$ cat config.mk
export PLATFORM = sky130hd
export DESIGN_NAME = single_wire_pulse_width_receiver
export DESIGN_NICKNAME = d
export VERILOG_FILES = /design/src/hdl/swpr_pkg.sv /design/src/hdl/swpr_decoder.sv /design/src/hdl/single_wire_pulse_width_receiver.sv
export SDC_FILE = /design/constraint.sdc
export NUM_CORES = 1
export LEC_CHECK = 0
export ABC_AREA = 1
export CAP_MARGIN = 0
export CORE_MARGIN = 4
export CORE_UTILIZATION = 60
export CTS_BUF_LIST = sky130_fd_sc_hd__clkbuf_2
export CTS_CLUSTER_DIAMETER = 200
export DETAILED_ROUTE_END_ITERATION = 7
export DONT_BUFFER_PORTS = 1
export GPL_ROUTABILITY_DRIVEN = 0
export PLACE_DENSITY_LB_ADDON = 0.12
export SLEW_MARGIN = 0
export SYNTH_ARGS = -nofsm -noshare
export SYNTH_HDL_FRONTEND = slang
export SYNTH_SLANG_ARGS = --single-unit
$ cat constraint.sdc
create_clock -name clk -period 2.8 [get_ports clk]
set_input_delay 0.28 -clock clk [delete_from_list [all_inputs] [get_ports clk]]
set_output_delay 0.28 -clock clk [all_outputs]
set_load 0.02 [all_outputs]
$ cat src/hdl/swpr_pkg.sv
package swpr_pkg;

    // Width of the phase timeout counter and of the low-time counter.
    localparam int COUNTER_BITS = 16;

    localparam int CFG_W     = 16;
    localparam int THRESH_W  = 16;
    localparam int TIMEOUT_W = 16;
    localparam int COUNT_W   = 8;
    localparam int BYTE_W    = 8;
    localparam int BIT_IDX_W = 3;

    // Common width for comparing a counter against a register value.
    localparam int CMP_W = (COUNTER_BITS > TIMEOUT_W) ? COUNTER_BITS : TIMEOUT_W;

    localparam logic [BIT_IDX_W-1:0] LAST_BIT_IDX = '1;

    // Configuration register indexes.
    localparam logic [1:0] REG_ONE_THRESHOLD  = 2'd0;
    localparam logic [1:0] REG_BIT_TIMEOUT    = 2'd1;
    localparam logic [1:0] REG_FIRST_TIMEOUT  = 2'd2;
    localparam logic [1:0] REG_EXPECTED_BYTES = 2'd3;

    // Input item kinds carried in the slave-side tuser.
    localparam logic MODE_SAMPLE = 1'b0;
    localparam logic MODE_ARM    = 1'b1;

    typedef logic [COUNTER_BITS-1:0] counter_t;

    typedef enum logic [3:0] {
        PH_IDLE      = 4'b0001,
        PH_WAIT_HIGH = 4'b0010,
        PH_WAIT_FALL = 4'b0100,
        PH_MEASURE   = 4'b1000
    } phase_t;

    typedef struct packed {
        logic [THRESH_W-1:0]  one_threshold;
        logic [TIMEOUT_W-1:0] bit_timeout;
        logic [TIMEOUT_W-1:0] first_timeout;
        logic [COUNT_W-1:0]   expected_bytes;
    } cfg_t;

    typedef struct packed {
        logic               valid;
        logic [BYTE_W-1:0]  data_byte;
        logic               byte_valid;
        logic               finished;
        logic               timed_out;
        logic [COUNT_W-1:0] byte_count;
    } result_t;

endpackage

$ cat src/hdl/swpr_decoder.sv
module swpr_decoder
(
    input  logic             clk,
    input  logic             rst_n,
    input  logic             step,
    input  logic             mode,
    input  logic             line_level,
    input  swpr_pkg::cfg_t   cfg,
    output swpr_pkg::result_t res
);

    swpr_pkg::phase_t                        phase_reg, phase_next;
    swpr_pkg::counter_t                      phase_cnt_reg, phase_cnt_next;
    swpr_pkg::counter_t                      low_len_reg, low_len_next;
    logic [swpr_pkg::BYTE_W-1:0]             shift_reg, shift_next;
    logic [swpr_pkg::BIT_IDX_W-1:0]          bit_idx_reg, bit_idx_next;
    logic [swpr_pkg::COUNT_W-1:0]            rx_count_reg, rx_count_next;
    logic                                    first_bit_reg, first_bit_next;

    logic [swpr_pkg::TIMEOUT_W-1:0]          limit;
    logic                                    phase_expired;
    logic                                    bit_value;
    logic [swpr_pkg::BYTE_W-1:0]             shifted;
    logic [swpr_pkg::COUNT_W-1:0]            count_inc;
    logic                                    wait_tick;

    // The first-bit timeout applies while the first bit of a reception is awaited.
    // A saturated counter counts as expired.
    assign limit = first_bit_reg ? cfg.first_timeout : cfg.bit_timeout;
    assign phase_expired =
        (swpr_pkg::CMP_W'(phase_cnt_reg) >= swpr_pkg::CMP_W'(limit)) ||
        (phase_cnt_reg == '1);
    assign bit_value =
        (swpr_pkg::CMP_W'(low_len_reg) <= swpr_pkg::CMP_W'(cfg.one_threshold));
    assign shifted   = {shift_reg[swpr_pkg::BYTE_W-2:0], bit_value};
    assign count_inc = rx_count_reg + swpr_pkg::COUNT_W'(1);

    always_comb
    begin
        phase_next     = phase_reg;
        phase_cnt_next = phase_cnt_reg;
        low_len_next   = low_len_reg;
        shift_next     = shift_reg;
        bit_idx_next   = bit_idx_reg;
        rx_count_next  = rx_count_reg;
        first_bit_next = first_bit_reg;
        res            = '0;
        wait_tick      = 1'b0;

        if (mode == swpr_pkg::MODE_ARM)
        begin
            phase_cnt_next = '0;
            low_len_next   = '0;
            shift_next     = '0;
            bit_idx_next   = '0;
            rx_count_next  = '0;
            first_bit_next = 1'b1;
            if (cfg.expected_bytes == '0)
            begin
                phase_next   = swpr_pkg::PH_IDLE;
                res.valid    = 1'b1;
                res.finished = 1'b1;
            end
            else
            begin
                phase_next = swpr_pkg::PH_WAIT_HIGH;
            end
        end
        else
        begin
            case (phase_reg)
                swpr_pkg::PH_IDLE:
                begin
                    wait_tick = 1'b0;
                end
                swpr_pkg::PH_WAIT_HIGH:
                begin
                    if (line_level)
                    begin
                        phase_next     = swpr_pkg::PH_WAIT_FALL;
                        phase_cnt_next = '0;
                    end
                    else
                    begin
                        wait_tick = 1'b1;
                    end
                end
                swpr_pkg::PH_WAIT_FALL:
                begin
                    if (!line_level)
                    begin
                        phase_next     = swpr_pkg::PH_MEASURE;
                        phase_cnt_next = '0;
                        low_len_next   = swpr_pkg::COUNTER_BITS'(1);
                    end
                    else
                    begin
                        wait_tick = 1'b1;
                    end
                end
                swpr_pkg::PH_MEASURE:
                begin
                    if (line_level)
                    begin
                        // Rising edge: the low time decides the bit.
                        first_bit_next = 1'b0;
                        phase_cnt_next = '0;
                        low_len_next   = '0;
                        if (bit_idx_reg == swpr_pkg::LAST_BIT_IDX)
                        begin
                            bit_idx_next   = '0;
                            shift_next     = '0;
                            rx_count_next  = count_inc;
                            res.valid      = 1'b1;
                            res.data_byte  = shifted;
                            res.byte_valid = 1'b1;
                            res.byte_count = count_inc;
                            res.finished   = (count_inc == cfg.expected_bytes);
                            phase_next     = (count_inc == cfg.expected_bytes) ?
                                             swpr_pkg::PH_IDLE : swpr_pkg::PH_WAIT_HIGH;
                        end
                        else
                        begin
                            shift_next   = shifted;
                            bit_idx_next = bit_idx_reg + swpr_pkg::BIT_IDX_W'(1);
                            phase_next   = swpr_pkg::PH_WAIT_HIGH;
                        end
                    end
                    else
                    begin
                        if (low_len_reg != '1)
                        begin
                            low_len_next = low_len_reg + swpr_pkg::COUNTER_BITS'(1);
                        end
                        wait_tick = 1'b1;
                    end
                end
                default:
                begin
                    phase_next = swpr_pkg::PH_IDLE;
                end
            endcase

            if (wait_tick)
            begin
                if (phase_expired)
                begin
                    // Timeout ends the reception and drops the partial byte.
                    phase_next     = swpr_pkg::PH_IDLE;
                    phase_cnt_next = '0;
                    low_len_next   = '0;
                    shift_next     = '0;
                    bit_idx_next   = '0;
                    res.valid      = 1'b1;
                    res.finished   = 1'b1;
                    res.timed_out  = 1'b1;
                    res.byte_count = rx_count_reg;
                end
                else
                begin
                    phase_cnt_next = phase_cnt_reg + swpr_pkg::COUNTER_BITS'(1);
                end
            end
        end
    end

    always_ff @(posedge clk or negedge rst_n)
    begin
        if (!rst_n)
        begin
            phase_reg     <= swpr_pkg::PH_IDLE;
            phase_cnt_reg <= '0;
            low_len_reg   <= '0;
            shift_reg     <= '0;
            bit_idx_reg   <= '0;
            rx_count_reg  <= '0;
            first_bit_reg <= 1'b1;
        end
        else if (step)
        begin
            phase_reg     <= phase_next;
            phase_cnt_reg <= phase_cnt_next;
            low_len_reg   <= low_len_next;
            shift_reg     <= shift_next;
            bit_idx_reg   <= bit_idx_next;
            rx_count_reg  <= rx_count_next;
            first_bit_reg <= first_bit_next;
        end
    end

endmodule

$ cat src/hdl/single_wire_pulse_width_receiver.sv
// Channel   Direction  Payload
// s_*       in         tuser: mode; tdata: line_level in bit 0, bits 7:1 zero
// m_*       out        tdata: data_byte, byte_count; tuser: byte_valid, timed_out;
//                      tlast: finished
// cfg_*     in         register write: index, data (no read-back)
//
// One input transfer is taken per clock when the output side keeps up.
// A transfer is held in the input register; its result, if any, is loaded
// into the output register when the decoder steps on that transfer.
// Reset clears the receiver to idle and loads the register reset values.
// A stalled output holds its result; the input register then fills and
// s_tready drops until the result is taken.
module single_wire_pulse_width_receiver
(
    input  logic        clk,
    input  logic        rst_n,

    input  logic        s_tvalid,
    output logic        s_tready,
    input  logic [7:0]  s_tdata,    // [0] line_level, [7:1] zero
    input  logic        s_tuser,    // [0] mode

    output logic        m_tvalid,
    input  logic        m_tready,
    output logic [15:0] m_tdata,    // [7:0] data_byte, [15:8] byte_count
    output logic        m_tlast,    // finished
    output logic [1:0]  m_tuser,    // [0] byte_valid, [1] timed_out

    input  logic                        cfg_we,
    input  logic [1:0]                  cfg_index,
    input  logic [swpr_pkg::CFG_W-1:0]  cfg_wdata
);

    swpr_pkg::cfg_t    cfg_reg;
    swpr_pkg::result_t res;
    swpr_pkg::result_t out_reg;

    logic in_valid_reg;
    logic in_mode_reg;
    logic in_line_reg;
    logic slot_free;
    logic advance;

    // Configuration registers.
    always_ff @(posedge clk or negedge rst_n)
    begin
        if (!rst_n)
        begin
            cfg_reg.one_threshold  <= swpr_pkg::THRESH_W'(2);
            cfg_reg.bit_timeout    <= swpr_pkg::TIMEOUT_W'(7);
            cfg_reg.first_timeout  <= swpr_pkg::TIMEOUT_W'(100);
            cfg_reg.expected_bytes <= swpr_pkg::COUNT_W'(8);
        end
        else if (cfg_we)
        begin
            case (cfg_index)
                swpr_pkg::REG_ONE_THRESHOLD:
                    cfg_reg.one_threshold <= cfg_wdata[swpr_pkg::THRESH_W-1:0];
                swpr_pkg::REG_BIT_TIMEOUT:
                    cfg_reg.bit_timeout <= cfg_wdata[swpr_pkg::TIMEOUT_W-1:0];
                swpr_pkg::REG_FIRST_TIMEOUT:
                    cfg_reg.first_timeout <= cfg_wdata[swpr_pkg::TIMEOUT_W-1:0];
                swpr_pkg::REG_EXPECTED_BYTES:
                    cfg_reg.expected_bytes <= cfg_wdata[swpr_pkg::COUNT_W-1:0];
                default:
                    cfg_reg <= cfg_reg;
            endcase
        end
    end

    // The held sample is processed once the output register can take
    // whatever result it produces.
    assign slot_free = !out_reg.valid || m_tready;
    assign advance   = in_valid_reg && slot_free;
    assign s_tready  = !in_valid_reg || advance;

    always_ff @(posedge clk or negedge rst_n)
    begin
        if (!rst_n)
        begin
            in_valid_reg <= 1'b0;
        end
        else if (s_tready)
        begin
            in_valid_reg <= s_tvalid;
        end
    end

    always_ff @(posedge clk)
    begin
        if (s_tready && s_tvalid)
        begin
            in_mode_reg <= s_tuser;
            in_line_reg <= s_tdata[0];
        end
    end

    swpr_decoder u_decoder
    (
        .clk        (clk),
        .rst_n      (rst_n),
        .step       (advance),
        .mode       (in_mode_reg),
        .line_level (in_line_reg),
        .cfg        (cfg_reg),
        .res        (res)
    );

    // Output register: loads a result when one is produced, otherwise
    // empties once the current one has been transferred.
    always_ff @(posedge clk or negedge rst_n)
    begin
        if (!rst_n)
        begin
            out_reg <= '0;
        end
        else
        begin
            if (slot_free)
            begin
                out_reg.valid <= advance && res.valid;
            end
            if (advance && res.valid)
            begin
                out_reg.data_byte  <= res.data_byte;
                out_reg.byte_valid <= res.byte_valid;
                out_reg.finished   <= res.finished;
                out_reg.timed_out  <= res.timed_out;
                out_reg.byte_count <= res.byte_count;
            end
        end
    end

    assign m_tvalid = out_reg.valid;
    assign m_tdata  = {out_reg.byte_count, out_reg.data_byte};
    assign m_tlast  = out_reg.finished;
    assign m_tuser  = {out_reg.timed_out, out_reg.byte_valid};

endmodule
# == Yosys cells after proc, flatten, opt, wreduce, memory -nomap -nowiden ==
# Cells that the tools add are included.
# op_classes
addsub,4
order_cmp,2
n_eq_ne,13
n_mux,62
n_reduce_logical,22
# op_table
operator,count
16-bit 2-to-1 mux,12
8-bit 2-to-1 mux,13
16-bit case mux with 2 select lines,2
11-bit 2-to-1 mux,3
16-bit by 1-bit adder with 16-bit output (second input constant),2
4-bit 2-to-1 mux,7
10-bit 2-to-1 mux,2
3-bit 2-to-1 mux,6
9-bit 2-to-1 mux,2
16-bit == test (second input constant),1
16-bit >= comparator,1
16-bit <= comparator,1
16-bit inequality test (second input constant),1
4-bit case mux with 4 select lines,1
1-bit 2-to-1 mux,11
8-bit by 1-bit adder with 8-bit output (second input constant),1
8-bit == test,1
8-bit zero test,1
2-bit AND reduction,4
4-bit AND reduction,2
2-bit nonzero test,3
2-bit == test (second input constant),2
4-bit by 1-bit == test with 1-bit output (second input constant),1
4-bit by 2-bit == test with 1-bit output (second input constant),1
16 further kinds,22
# totals
reg_bits,135
input_bits,32
output_inout_bits,21
wordCells,123

# == Depth between registers and ports, before layout ==
# Gate-level depths: netlist (run 1).
# depth
ltp_word,9
ltp_mapped,18
depth_no_buf,17

# == By module ==
# Synthesis (run 1) repeated with hierarchy kept, for this count alone.
# hier_totals
cells_unflattened,962
hier_area_um2,7704.9
# modules_own_cells
module,instances,cells_each,area_per_inst_um2,seq_area_each_um2
swpr_decoder,1,665,4738.3,1378.8
single_wire_pulse_width_receiver,1,297,2966.6,1996.9

# == Worst setup path before layout (run 1) ==
# Ideal clock, no wire load.
# synth_timing
kind,register to register
from,reg u_decoder.first_bit_reg
to,"reg out_reg, in the netlist m_tdata[15]"
setup_ns,0.074
arrival_ns,2.616
required_time_ns,2.726
path_slack_ns,0.110
path_stages_with_launch,15
path_buffers,3
period_less_slack_ns,2.690
path_cell_list,dfstp_2 > clkbuf_1 > buf_2 > mux2i_1 > ha_1 > a21oi_1 > o21ai_0 > nor2_1 > nand4_2 > nand2_4 > nand3_4 > nand2_4 > buf_6 > nand2_1 > o21ai_2
# synth_between
elab_chain_cells,7
elab_cells_between_ends,10
cone_classes,order compare: 1; mux: 7; reduce/logical: 2
# synth_rtl
item,line_no,text
start: declaration,swpr_decoder.sv:18,"logic first_bit_reg, first_bit_next;"
start signal: assignment,swpr_decoder.sv:187,first_bit_reg <= first_bit_next;
16-bit 2-to-1 mux (*),swpr_decoder.sv:29,assign limit = first_bit_reg ? cfg.first_timeout : cfg.bit_timeout;
16-bit >= comparator (*),swpr_decoder.sv:31,(swpr_pkg::CMP_W'(phase_cnt_reg) >= swpr_pkg::CMP_W'(limit)) ||
1-bit logical OR (*),swpr_decoder.sv:31,
1-bit 2-to-1 mux,swpr_decoder.sv:146,if (phase_expired)
1-bit 2-to-1 mux,swpr_decoder.sv:144,if (wait_tick)
1-bit 2-to-1 mux,swpr_decoder.sv:50,if (mode == swpr_pkg::MODE_ARM)
1-bit logical AND,single_wire_pulse_width_receiver.sv:123,if (advance && res.valid)
end: declaration,single_wire_pulse_width_receiver.sv:36,swpr_pkg::result_t out_reg;
# Every way passes the cells marked *; elsewhere a longest branch is shown, timed or not.
# A chain may end at the register's enable or synchronous reset.

# == Worst setup path after layout (run 1) ==
# layout_timing
from,reg u_decoder.first_bit_reg
to,"reg out_reg, in the netlist m_tlast"
# Same word-level chain as after synthesis.

==> flow_summary_export.csv, run 1 <==
group,metric,value,unit
status,status,"complete, but fails checks",
status,violations,"design-rule violations, negative hold slack",
placed_design,placed_cells,1071,
placed_design,placedInstanceArea,7740,sq um
cells_and_area,stdcell_area,8310,sq um
timing,worst_pin_slew,0.921,ns
cells_and_area,diodes,0,
clock_tree,cts_sinks,134,
timing,slew_violations,0,
drt,firstDrtPassIters,8,
cells_and_area,mostFrequentLayoutCells,"nand2_1, dfrtp_1, inv_1, o21ai_0, nand3_1",
critical_path,critPathLaunchType,"register",
timing,relSlewSlack,0.384,
cells_and_area,syn2layout_area_growth,9.55,%
timing,max_freq,0.386,GHz
drt,routed-via-count,6466,
floorplan,die_x,120,microns
critical_path,cp.arrival,3.23,ns
pwr,switching_share,0.315,
global_routing,groute.usage.overall,0.261,
drt,drtIter0Drc,512,
timing,finalSetupTns,0,ns
timing,finalCriticalPeriod,2.59,ns
cells_and_area,drive_gt1_frac,0.111,
floorplan,num_io_pins,53,
yosys,synthArstFlopShare,0.985,
global_routing,antenna_found_initial,0,
critical_path,cp_max_fo,21,
drt,drt-met1-wl,7790,microns
floorplan,die_h,120,microns
pwr,powerDensity,504,nW/um^2
yosys,yosys_register_bits,134,
clock_tree,holdBufCountCts,27,
yosys,synth.avg_cell_area,8.27,sq um
drt,dr_wl_met2,8730,microns
cells_and_area,largest_reg_flops,56,
floorplan,initial_core_util,0.621,
critical_path,crit_required,3.44,ns
global_routing,grt-ovfl-total,0,
yosys,ys_types,51,
clock_tree,cts_max_level,4,
clock_tree,cts_buffers,17,
timing,setup_viol,0,
clock_tree,cts_tree,"built",
timing,skew,0.0310,ns
cells_and_area,layout.nets,1020,
drt,routed.top_layer,"met4",
pwr,p_switching,1.32,mW
drt,drc,1,
yosys,synthesis.nets,986,
pwr,peakVddDrop,0.393,mV
clock_tree,clock_latency,0.71,ns
pwr,clockPowerShare,0.306,
floorplan,rows,40,
drt,avgViaCountPerCell,5.71,
floorplan,die_area,14500,sq um
clock_tree,cts_buffer_depth,2,
pwr,power.leakage,4.00,nW
global_routing,grt_first_pass_wirelength,30500,microns
cells_and_area,fin_cells,1132,
placed_design,place_ws,0.109,ns
timing,hold_slack,-0.773,ns
yosys,synth_edf_count,2,
drt,met3WireLength,924,microns
global_routing,grt_pass1_vias,6401,
cells_and_area,final_common_cell,"nand2_1",
run,max-cap-violations,0,
yosys,synth_area,7580,sq um
drt,wl_per_cell,15.7,microns
pwr,pwr-share-comb,0.160,
clock_tree,clkTransAtPathRegs,0.22,ns
yosys,synthFlopType,"dfrtp_1",
yosys,ys_seq_area_frac,0.445,
cells_and_area,post-route-util,0.680,
yosys,syn_inst,917,
drt,wirelength,17800,microns
critical_path,crit_type,"register to register",
pwr,intPower,2.87,mW
timing,rsz0062_at_grt,"no",
pwr,p_total,4.19,mW
yosys,ys_warn_count,0,
hold_path,hold_class,"input port to async pin",
timing,report.final.hold_viol_count,132,
timing,setup_ws,0.207,ns
placed_design,hpwl,12600,microns
clock_tree,clock-root-buffer,"clkbuf_2",
drt,ant_nets,0,
cells_and_area,fillCellCount,1070,
critical_path,cp-end-kind,"register",
global_routing,grt_start_max_net_pins,133,
placed_design,port_buffers,0,
pwr,seq_power_share,0.534,
timing,fin_crit_sh,0.926,
floorplan,core_area,12200,sq um
cells by family after synthesis:
family	Yosys count	share of synthesized area
xor+xnor	14	0.0162
flops	134	0.445
buf+inv	147	0.0787
compound gates	204	0.154
mux	16	0.0213
simple gates	365	0.224
fa+ha+maj	37	0.0610
worst max-delay path, stage by stage (launching register included):
cell,delay [ns]
dfstp_2,0.60
buf_12,0.14
mux2i_1,0.22
ha_1,0.27
a21oi_1,0.16
a21oi_1,0.09
nor2_1,0.17
nand4_2,0.19
nand2_4,0.18
nand3_4,0.15
nand2_8,0.17
inv_1,0.05
nand2_1,0.06
nand2_1,0.05
layout make-up:
class	count	area (sq um)	area share
multi-input combinational	636	3620	0.436
sequential	134	3380	0.406
inverter	124	470	0.0566
timing repair buffer	38	365	0.0440
tap	168	210	0.0253
clock inverter	15	176	0.0212
clock buffer	17	85.1	0.0102
path summary, 6_finish.rpt:
check                                        start          end  slack (ns)  cells past startpoint
max                        u_decoder.first_bit_reg      m_tlast        0.21                     13
min                                          rst_n   cfg_reg[4]       -0.77                      0
max reg2reg                u_decoder.first_bit_reg      m_tlast        0.21                     13
min reg2reg                            cfg_reg[13]  cfg_reg[13]        0.51                      2
max in group asynchronous                    rst_n  cfg_reg[14]        3.26                      0
min in group clk                      cfg_index[0]   cfg_reg[3]        0.08                      2
power by group through the flow:
| stage | clock network [mW] | logic, mW | registers [mW] |
|---|---|---|---|
| 2_1_floorplan | 0 | 0.491 | 2.24 |
| 3_3_place_gp | 0 | 0.593 | 2.26 |
| 3_5_place_dp | 0 | 0.627 | 2.27 |
| 4_1_cts | 1.30 | 0.662 | 2.24 |
| 5_1_grt | 1.40 | 0.770 | 2.26 |
| 6_report | 1.28 | 0.670 | 2.24 |
synthesized netlist by cell type, types with 7 or more instances:
cell type / number / area [sq um]
mux2i_1: 15 / 150
o21ai_0: 107 / 536
xor2_1: 11 / 96.3
nor2_1: 40 / 150
clkbuf_1: 14 / 52.6
ha_1: 37 / 463
o22ai_2: 7 / 87.6
o21ai_1: 19 / 95.1
a21oi_1: 29 / 145
a22oi_1: 8 / 60.1
nand2_1: 222 / 833
nand2_2: 9 / 56.3
dfrtp_1: 122 / 3050
inv_1: 118 / 443
nand3_1: 48 / 240
dfstp_2: 10 / 263
o22ai_1: 20 / 125
nor2_2: 10 / 62.6
repair_timing:
| action | CTS | global route |
|---|---|---|
| setup buffers | 0 | 2 |
| resized for setup | 0 | 4 |
| endpoints found under the setup margin | 0 | 31 |
| endpoints found under the hold margin | 196 | 132 |
metal layers:
| layer | vias up | GRT usage |
|---|---|---|
| met5 | - | 0 |
| met2 | 172 | 0.435 |
| met1 | 3148 | 0.335 |
| met3 | 30 | 0.0589 |
| li1 | 3116 | - |
| met4 | 0 | 0.0907 |
No activity file was read; power rests on OpenSTA's default activity.
==> run 2, diff against run 1 <==
--- a/config.mk
+++ b/config.mk
@@ -5,7 +5,6 @@
 export SDC_FILE = /design/constraint.sdc
 export NUM_CORES = 1
 export LEC_CHECK = 0
-export ABC_AREA = 1
 export CAP_MARGIN = 0
 export CORE_MARGIN = 4
 export CORE_UTILIZATION = 60
@@ -15,7 +14,7 @@
 export DONT_BUFFER_PORTS = 1
 export GPL_ROUTABILITY_DRIVEN = 0
 export PLACE_DENSITY_LB_ADDON = 0.12
-export SLEW_MARGIN = 0
+export SLEW_MARGIN = 20
 export SYNTH_ARGS = -nofsm -noshare
 export SYNTH_HDL_FRONTEND = slang
 export SYNTH_SLANG_ARGS = --single-unit
==> flow_summary_export.csv, run 2 <==
group,metric,value,unit
yosys,yosys_register_bits,134,
critical_path,cp.arrival,3.87,ns
cells_and_area,largest_reg_flops,56,
yosys,synth_area,7270,sq um
critical_path,reg2reg_depth,14,
timing,skew,0.0309,ns
global_routing,groute.usage.overall,0.279,
critical_path,ff2ff_setup_slack,-0.40,ns
drt,drc,0,
drt,routed.top_layer,"met4",
cells_and_area,mostFrequentLayoutCells,"dfrtp_1, nand2_1, o21ai_0, dlygate4sd3_1, mux2_2",
timing,setup_viol,66,
floorplan,die_x,118,microns
global_routing,grt-ovfl-total,0,
clock_tree,cts_max_level,4,
cells_and_area,final_common_cell,"dfrtp_1",
critical_path,cp-startpoint,"u_decoder.first_bit_reg",
global_routing,grt_start_max_net_pins,133,
timing,report.final.hold_viol_count,132,
floorplan,die_h,118,microns
floorplan,num_io_pins,53,
critical_path,cp-endpoint,"u_decoder.bit_idx_reg[1]",
timing,worst_pin_slew,0.910,ns
floorplan,initial_core_util,0.626,
drt,met3WireLength,953,microns
timing,relSlewSlack,0.392,
yosys,ys_types,65,
placed_design,port_buffers,0,
critical_path,r2r-start,"u_decoder.first_bit_reg",
critical_path,critPathLaunchType,"register",
floorplan,rows,39,
drt,avgViaCountPerCell,6.44,
critical_path,cp_max_fo,6,
yosys,synthesis.nets,786,
clock_tree,cts_buffers,17,
floorplan,core_area,11600,sq um
yosys,synthTopCellsByCount,"dfrtp_1, o21ai_0, nand2_1",
yosys,yosys.cell_count.top_type,"dfrtp_1",
placed_design,hpwl,12000,microns
drt,wl_per_cell,19.8,microns
global_routing,grt_first_pass_wirelength,31400,microns
yosys,yosysTopAreaCellShare,0.420,
cells_and_area,diodes,0,
timing,finalCriticalPeriod,3.20,ns
critical_path,crit_type,"register to register",
timing,rsz0062_at_grt,"yes",
cells_and_area,drive_gt1_frac,0.238,
drt,firstDrtPassIters,6,
run,max-cap-violations,0,
drt,dr_wl_met2,9290,microns
clock_tree,cts_sinks,134,
floorplan,die_area,13900,sq um
global_routing,antenna_found_initial,0,
timing,setup_ws,-0.397,ns
timing,slew_violations,0,
clock_tree,cts_tree,"built",
yosys,ys_seq_area_frac,0.465,
yosys,synth.avg_cell_area,10.1,sq um
pwr,powerDensity,492,nW/um^2
drt,routed-via-count,6167,
cells_and_area,layout.nets,871,
yosys,syn_inst,717,
clock_tree,clock-root-buffer,"clkbuf_2",
critical_path,reg2reg_to,"u_decoder.bit_idx_reg[1]",
status,violations,"negative hold slack, negative setup slack",
yosys,synth_edf_count,2,
global_routing,grt_pass1_vias,6178,
cells_and_area,syn2layout_area_growth,21.7,%
timing,hold_slack,-0.784,ns
hold_path,hold_class,"input port to async pin",
clock_tree,clock_latency,0.74,ns
pwr,peakVddDrop,0.328,mV
clock_tree,clkTransAtPathRegs,0.20,ns
yosys,ys_top_cells_by_area,"dfrtp_1, mux2_2, ha_1",
timing,finalSetupTns,-18.44,ns
clock_tree,cts_buffer_depth,2,
yosys,ys_warn_count,0,
pwr,power.leakage,3.97,nW
yosys,synthFlopType,"dfrtp_1",
critical_path,crit_required,3.48,ns
drt,wirelength,19000,microns
timing,fin_crit_sh,1.14,
clock_tree,holdBufCountCts,44,
yosys,synth.largest_area_cell,"dfrtp_1",
yosys,synthArstFlopShare,0.985,
critical_path,cp-end-kind,"register",
drt,drtIter0Drc,706,
drt,ant_nets,0,
status,status,"complete, but fails checks",
drt,drt-met1-wl,8330,microns
timing,max_freq,0.313,GHz
-- run 2: cell count changes in the layout (fill, tap and decap cells not counted), moves of 9 or more --
cell	change
buf_4	+21
nor2_2	-9
buf_6	+9
a22o_1	+21
nand2_1	-165
dlygate4sd3_1	+17
inv_1	-87
a21o_1	+12
o21ai_0	-59
nor3_1	+14
nand3_1	-26
mux2_2	+41
o22ai_1	-19
-- run 2: timing repair --
item | 4_1_cts | 5_1_grt
pin swaps | 17 | 12
cloned | 6 | 1
hold endpoints to repair | 194 | 132
setup buffers | 12 | 2
endpoints found under the setup margin | 66 | 66
resized for setup | 59 | 15
-- run 2: layer usage --
| metal | up-vias | track usage |
|---|---|---|
| met4 | 0 | 0.0828 |
| met2 | 226 | 0.458 |
| met5 | - | 0 |
| met3 | 40 | 0.0572 |
| li1 | 2823 | - |
| met1 | 3078 | 0.375 |
-- run 2: worst max-delay path: stages (launching register included) --
cell and delay (ns):
dfstp_2 0.66, buf_4 0.16, mux2_4 0.29, ha_1 0.28, or3b_4 0.40, o2111ai_2 0.09
a31o_2 0.21, a21oi_2 0.06, buf_4 0.17, o21ai_4 0.22, buf_6 0.15, buf_16 0.11
buf_6 0.09, a32oi_1 0.08, o21ai_1 0.18
-- run 2: cell families (layout without fill, tap and decap cells) --
logic type,Yosys count,count (layout),share of synthesized area
xor+xnor,13,13,0.0176
fa+ha+maj,37,37,0.0637
compound gates,200,201,0.185
mux,59,59,0.0888
flops,134,134,0.465
simple gates,211,211,0.145
buf+inv,63,159,0.0356
-- run 2: how the worst min path moves through the flow --
stage | startpoint | endpoint | slack, ns | cells after the start
final | rst_n | cfg_reg[55] | -0.78 | 0
after global routing | rst_n | cfg_reg[27] | -0.86 | 0
after CTS | rst_n | u_decoder.phase_reg[3] | -0.83 | 0
after detailed placement | rst_n | u_decoder.phase_cnt_reg[6] | -0.01 | 0
after global placement | rst_n | u_decoder.phase_cnt_reg[6] | -0.01 | 0
after floorplan | rst_n | cfg_reg[0] | -0.02 | 0
-- run 2: final cells by class --
class	count	area, sq um
multi-input cells	521	3910
clock inverters	11	158
repair buffers	96	997
fillers	767	2770
well taps	143	179
clock buffers	20	100
flip-flops and latches	134	3380
inverters	32	120
-- run 2: per-stage QoR --
step | total power [mW] | setup WS [ns] | cells | cell area (sq um) | utilization
floorplan | 2.75 | -0.288 | 717 | 7360 | -
global placement | 2.88 | -0.246 | 862 | 7630 | 0.657
detailed placement | 2.93 | -0.359 | 862 | 7630 | 0.657
CTS | 4.33 | -0.318 | 955 | 8780 | 0.756
global route | 4.56 | -0.514 | 957 | 8840 | 0.761
finish | 4.35 | -0.397 | 957 | 8840 | 0.761
-- run 2: report_power, final --
group          internal (mW)  leakage (nW)  switching (mW)
registers               2.14          1.72           0.166
clock network          0.584         0.163           0.708
logic                  0.392          2.08           0.361
==> run 3, diff against run 2 <==
==> constraint.sdc (replaced) <==
create_clock -name clk -period 2.7 [get_ports clk]
set_input_delay 0.27 -clock clk [delete_from_list [all_inputs] [get_ports clk]]
set_output_delay 0.27 -clock clk [all_outputs]
set_load 0.02 [all_outputs]
==> flow_summary_export.csv, run 3 (synthesis gave the netlist of run 2 again) <==
group,metric,value,unit
status,status,"complete, but fails checks",
status,violations,"negative hold slack, negative setup slack",
placed_design,port_buffers,0,
timing,setup_viol,66,
floorplan,die_x,118,microns
critical_path,cpMostUsedCell,"buf_4",
floorplan,core_area,11600,sq um
timing,finalCriticalPeriod,3.27,ns
critical_path,cp-end-kind,"register",
cells_and_area,fillCellCount,790,
global_routing,groute.usage.overall,0.258,
cells_and_area,drive_gt1_frac,0.256,
placed_design,placedInstanceArea,7720,sq um
drt,firstDrtPassIters,6,
timing,report.final.hold_viol_count,132,
cells_and_area,post-route-util,0.756,
global_routing,grt_first_pass_wirelength,29400,microns
placed_design,place_ws,-0.440,ns
clock_tree,cts_tree,"built",
clock_tree,clock_latency,0.72,ns
clock_tree,clkTransAtPathRegs,0.21,ns
cells_and_area,stdcell_area,8780,sq um
drt,ant_nets,0,
cells_and_area,mostFrequentLayoutCells,"dfrtp_1, nand2_1, o21ai_0, mux2_2, nor2_1",
drt,drtIter0Drc,501,
critical_path,crit_family,"compound AO/OA/AOI/OAI gates",
clock_tree,cts_max_level,4,
run,max-cap-violations,0,
floorplan,die_h,118,microns
floorplan,rows,39,
timing,slew_violations,0,
floorplan,initial_core_util,0.626,
drt,drc,0,
clock_tree,cts_sinks,134,
timing,finalSetupTns,-26.71,ns
placed_design,hpwl,12100,microns
global_routing,grt_start_max_net_pins,133,
critical_path,critPathLaunchType,"register",
timing,max_freq,0.306,GHz
timing,worst_pin_slew,0.925,ns
critical_path,cp_num_buf_inv,4,
floorplan,num_io_pins,53,
cells_and_area,syn2layout_area_growth,20.8,%
critical_path,cp.arrival,3.86,ns
clock_tree,cts_buffer_depth,2,
timing,setup_ws,-0.571,ns
drt,wirelength,18100,microns
cells_and_area,diodes,0,
global_routing,grt_pass1_vias,5950,
clock_tree,clock-root-buffer,"clkbuf_2",
timing,hold_slack,-0.783,ns
critical_path,crit_chain,"buf_6 > mux2i_1 > ha_2 > or3b_4 > o2111ai_2 > a31o_2 > buf_4 > a211oi_2 > a211oi_2 > buf_4 > buf_4 > a21o_4 > a22o_1",
timing,skew,0.0375,ns
global_routing,antenna_found_initial,0,
cells_and_area,layout.nets,867,
drt,wl_per_cell,19.0,microns
floorplan,die_area,13900,sq um
timing,fin_crit_sh,1.21,
drt,avgViaCountPerCell,6.29,
hold_path,hold_class,"input port to async pin",
cells_and_area,final_common_cell,"dfrtp_1",
cells_and_area,largest_reg_flops,56,
critical_path,crit_type,"register to register",
critical_path,crit_required,3.29,ns
global_routing,grt-ovfl-total,0,
pwr,powerDensity,489,nW/um^2
timing,rsz0062_at_grt,"yes",
clock_tree,cts_buffers,17,
clock_tree,holdBufCountCts,32,
pwr,peakVddDrop,0.380,mV
critical_path,cpMaxStageDelayCell,"dfstp_2",
drt,routed-via-count,6003,
pwr,power.leakage,3.94,nW
timing,relSlewSlack,0.382,
critical_path,slowest_delay,0.68,ns
critical_path,cp_max_fo,9,
run 3: changes by cell type in the layout (fill, tap and decap cells not counted), moves of 3 or more:
| cell | delta |
|---|---|
| buf_16 | -3 |
| buf_4 | +3 |
| buf_6 | +10 |
| dlygate4sd3_1 | -12 |
| o21ai_0 | -3 |
| o21ai_2 | +4 |
run 3: timing repair:
| item | in CTS | in global routing |
|---|---|---|
| gates resized for setup | 10 | 84 |
| pin swaps | 3 | 26 |
| buffers inserted | 1 | 11 |
| setup endpoints to repair | 66 | 66 |
| cloned | 2 | 3 |
| hold endpoints to repair | 194 | 132 |
run 3: stage by stage:
stage | std cells | total power [mW]
floorplan | 717 | 2.85
global placement | 874 | 2.99
detailed placement | 874 | 3.05
CTS | 941 | 4.23
global route | 954 | 4.52
finish | 954 | 4.30
run 3: layout make-up:
| class | count | area, sq um | share of cell area |
|---|---|---|---|
| clock buffers | 20 | 100 | 0.0114 |
| clock inverters | 12 | 113 | 0.0128 |
| inverters | 32 | 120 | 0.0137 |
| multi-input cells | 520 | 3950 | 0.449 |
| flip-flops and latches | 134 | 3380 | 0.385 |
| well taps | 143 | 179 | 0.0204 |
| repair buffers | 93 | 945 | 0.108 |
run 3: power by group:
part           switching (mW)  internal, mW
clock                   0.716         0.418
sequential              0.166          2.22
combinational           0.376         0.399
run 3: worst paths after layout:
path | end | depth (start not counted) | slack [ns] | startpoint
min in group clk | cfg_reg[2] | 2 | 0.06 | cfg_we
min reg2reg | cfg_reg[11] | 1 | 0.53 | cfg_reg[11]
min | cfg_reg[1] | 0 | -0.78 | rst_n
max in group asynchronous | cfg_reg[26] | 0 | 3.22 | rst_n
max | u_decoder.shift_reg[4] | 13 | -0.57 | u_decoder.first_bit_reg
max reg2reg | u_decoder.shift_reg[4] | 13 | -0.57 | u_decoder.first_bit_reg
run 3: worst register-to-register path: stages (launching register included):
cell,delay (ns)
dfstp_2,0.68
buf_6,0.20
mux2i_1,0.28
ha_2,0.26
or3b_4,0.14
o2111ai_2,0.12
a31o_2,0.23
buf_4,0.13
a211oi_2,0.22
a211oi_2,0.08
buf_4,0.18
buf_4,0.14
a21o_4,0.24
a22o_1,0.25
run 3: per-layer routing:
| metal | track usage | vias up | share of wire |
|---|---|---|---|
| li1 | - | 2805 | - |
| met4 | 0.0864 | 0 | 0.015 |
| met3 | 0.0452 | 26 | 0.049 |
| met2 | 0.418 | 191 | 0.48 |
| met5 | 0 | - | 0 |
| met1 | 0.352 | 2981 | 0.45 |
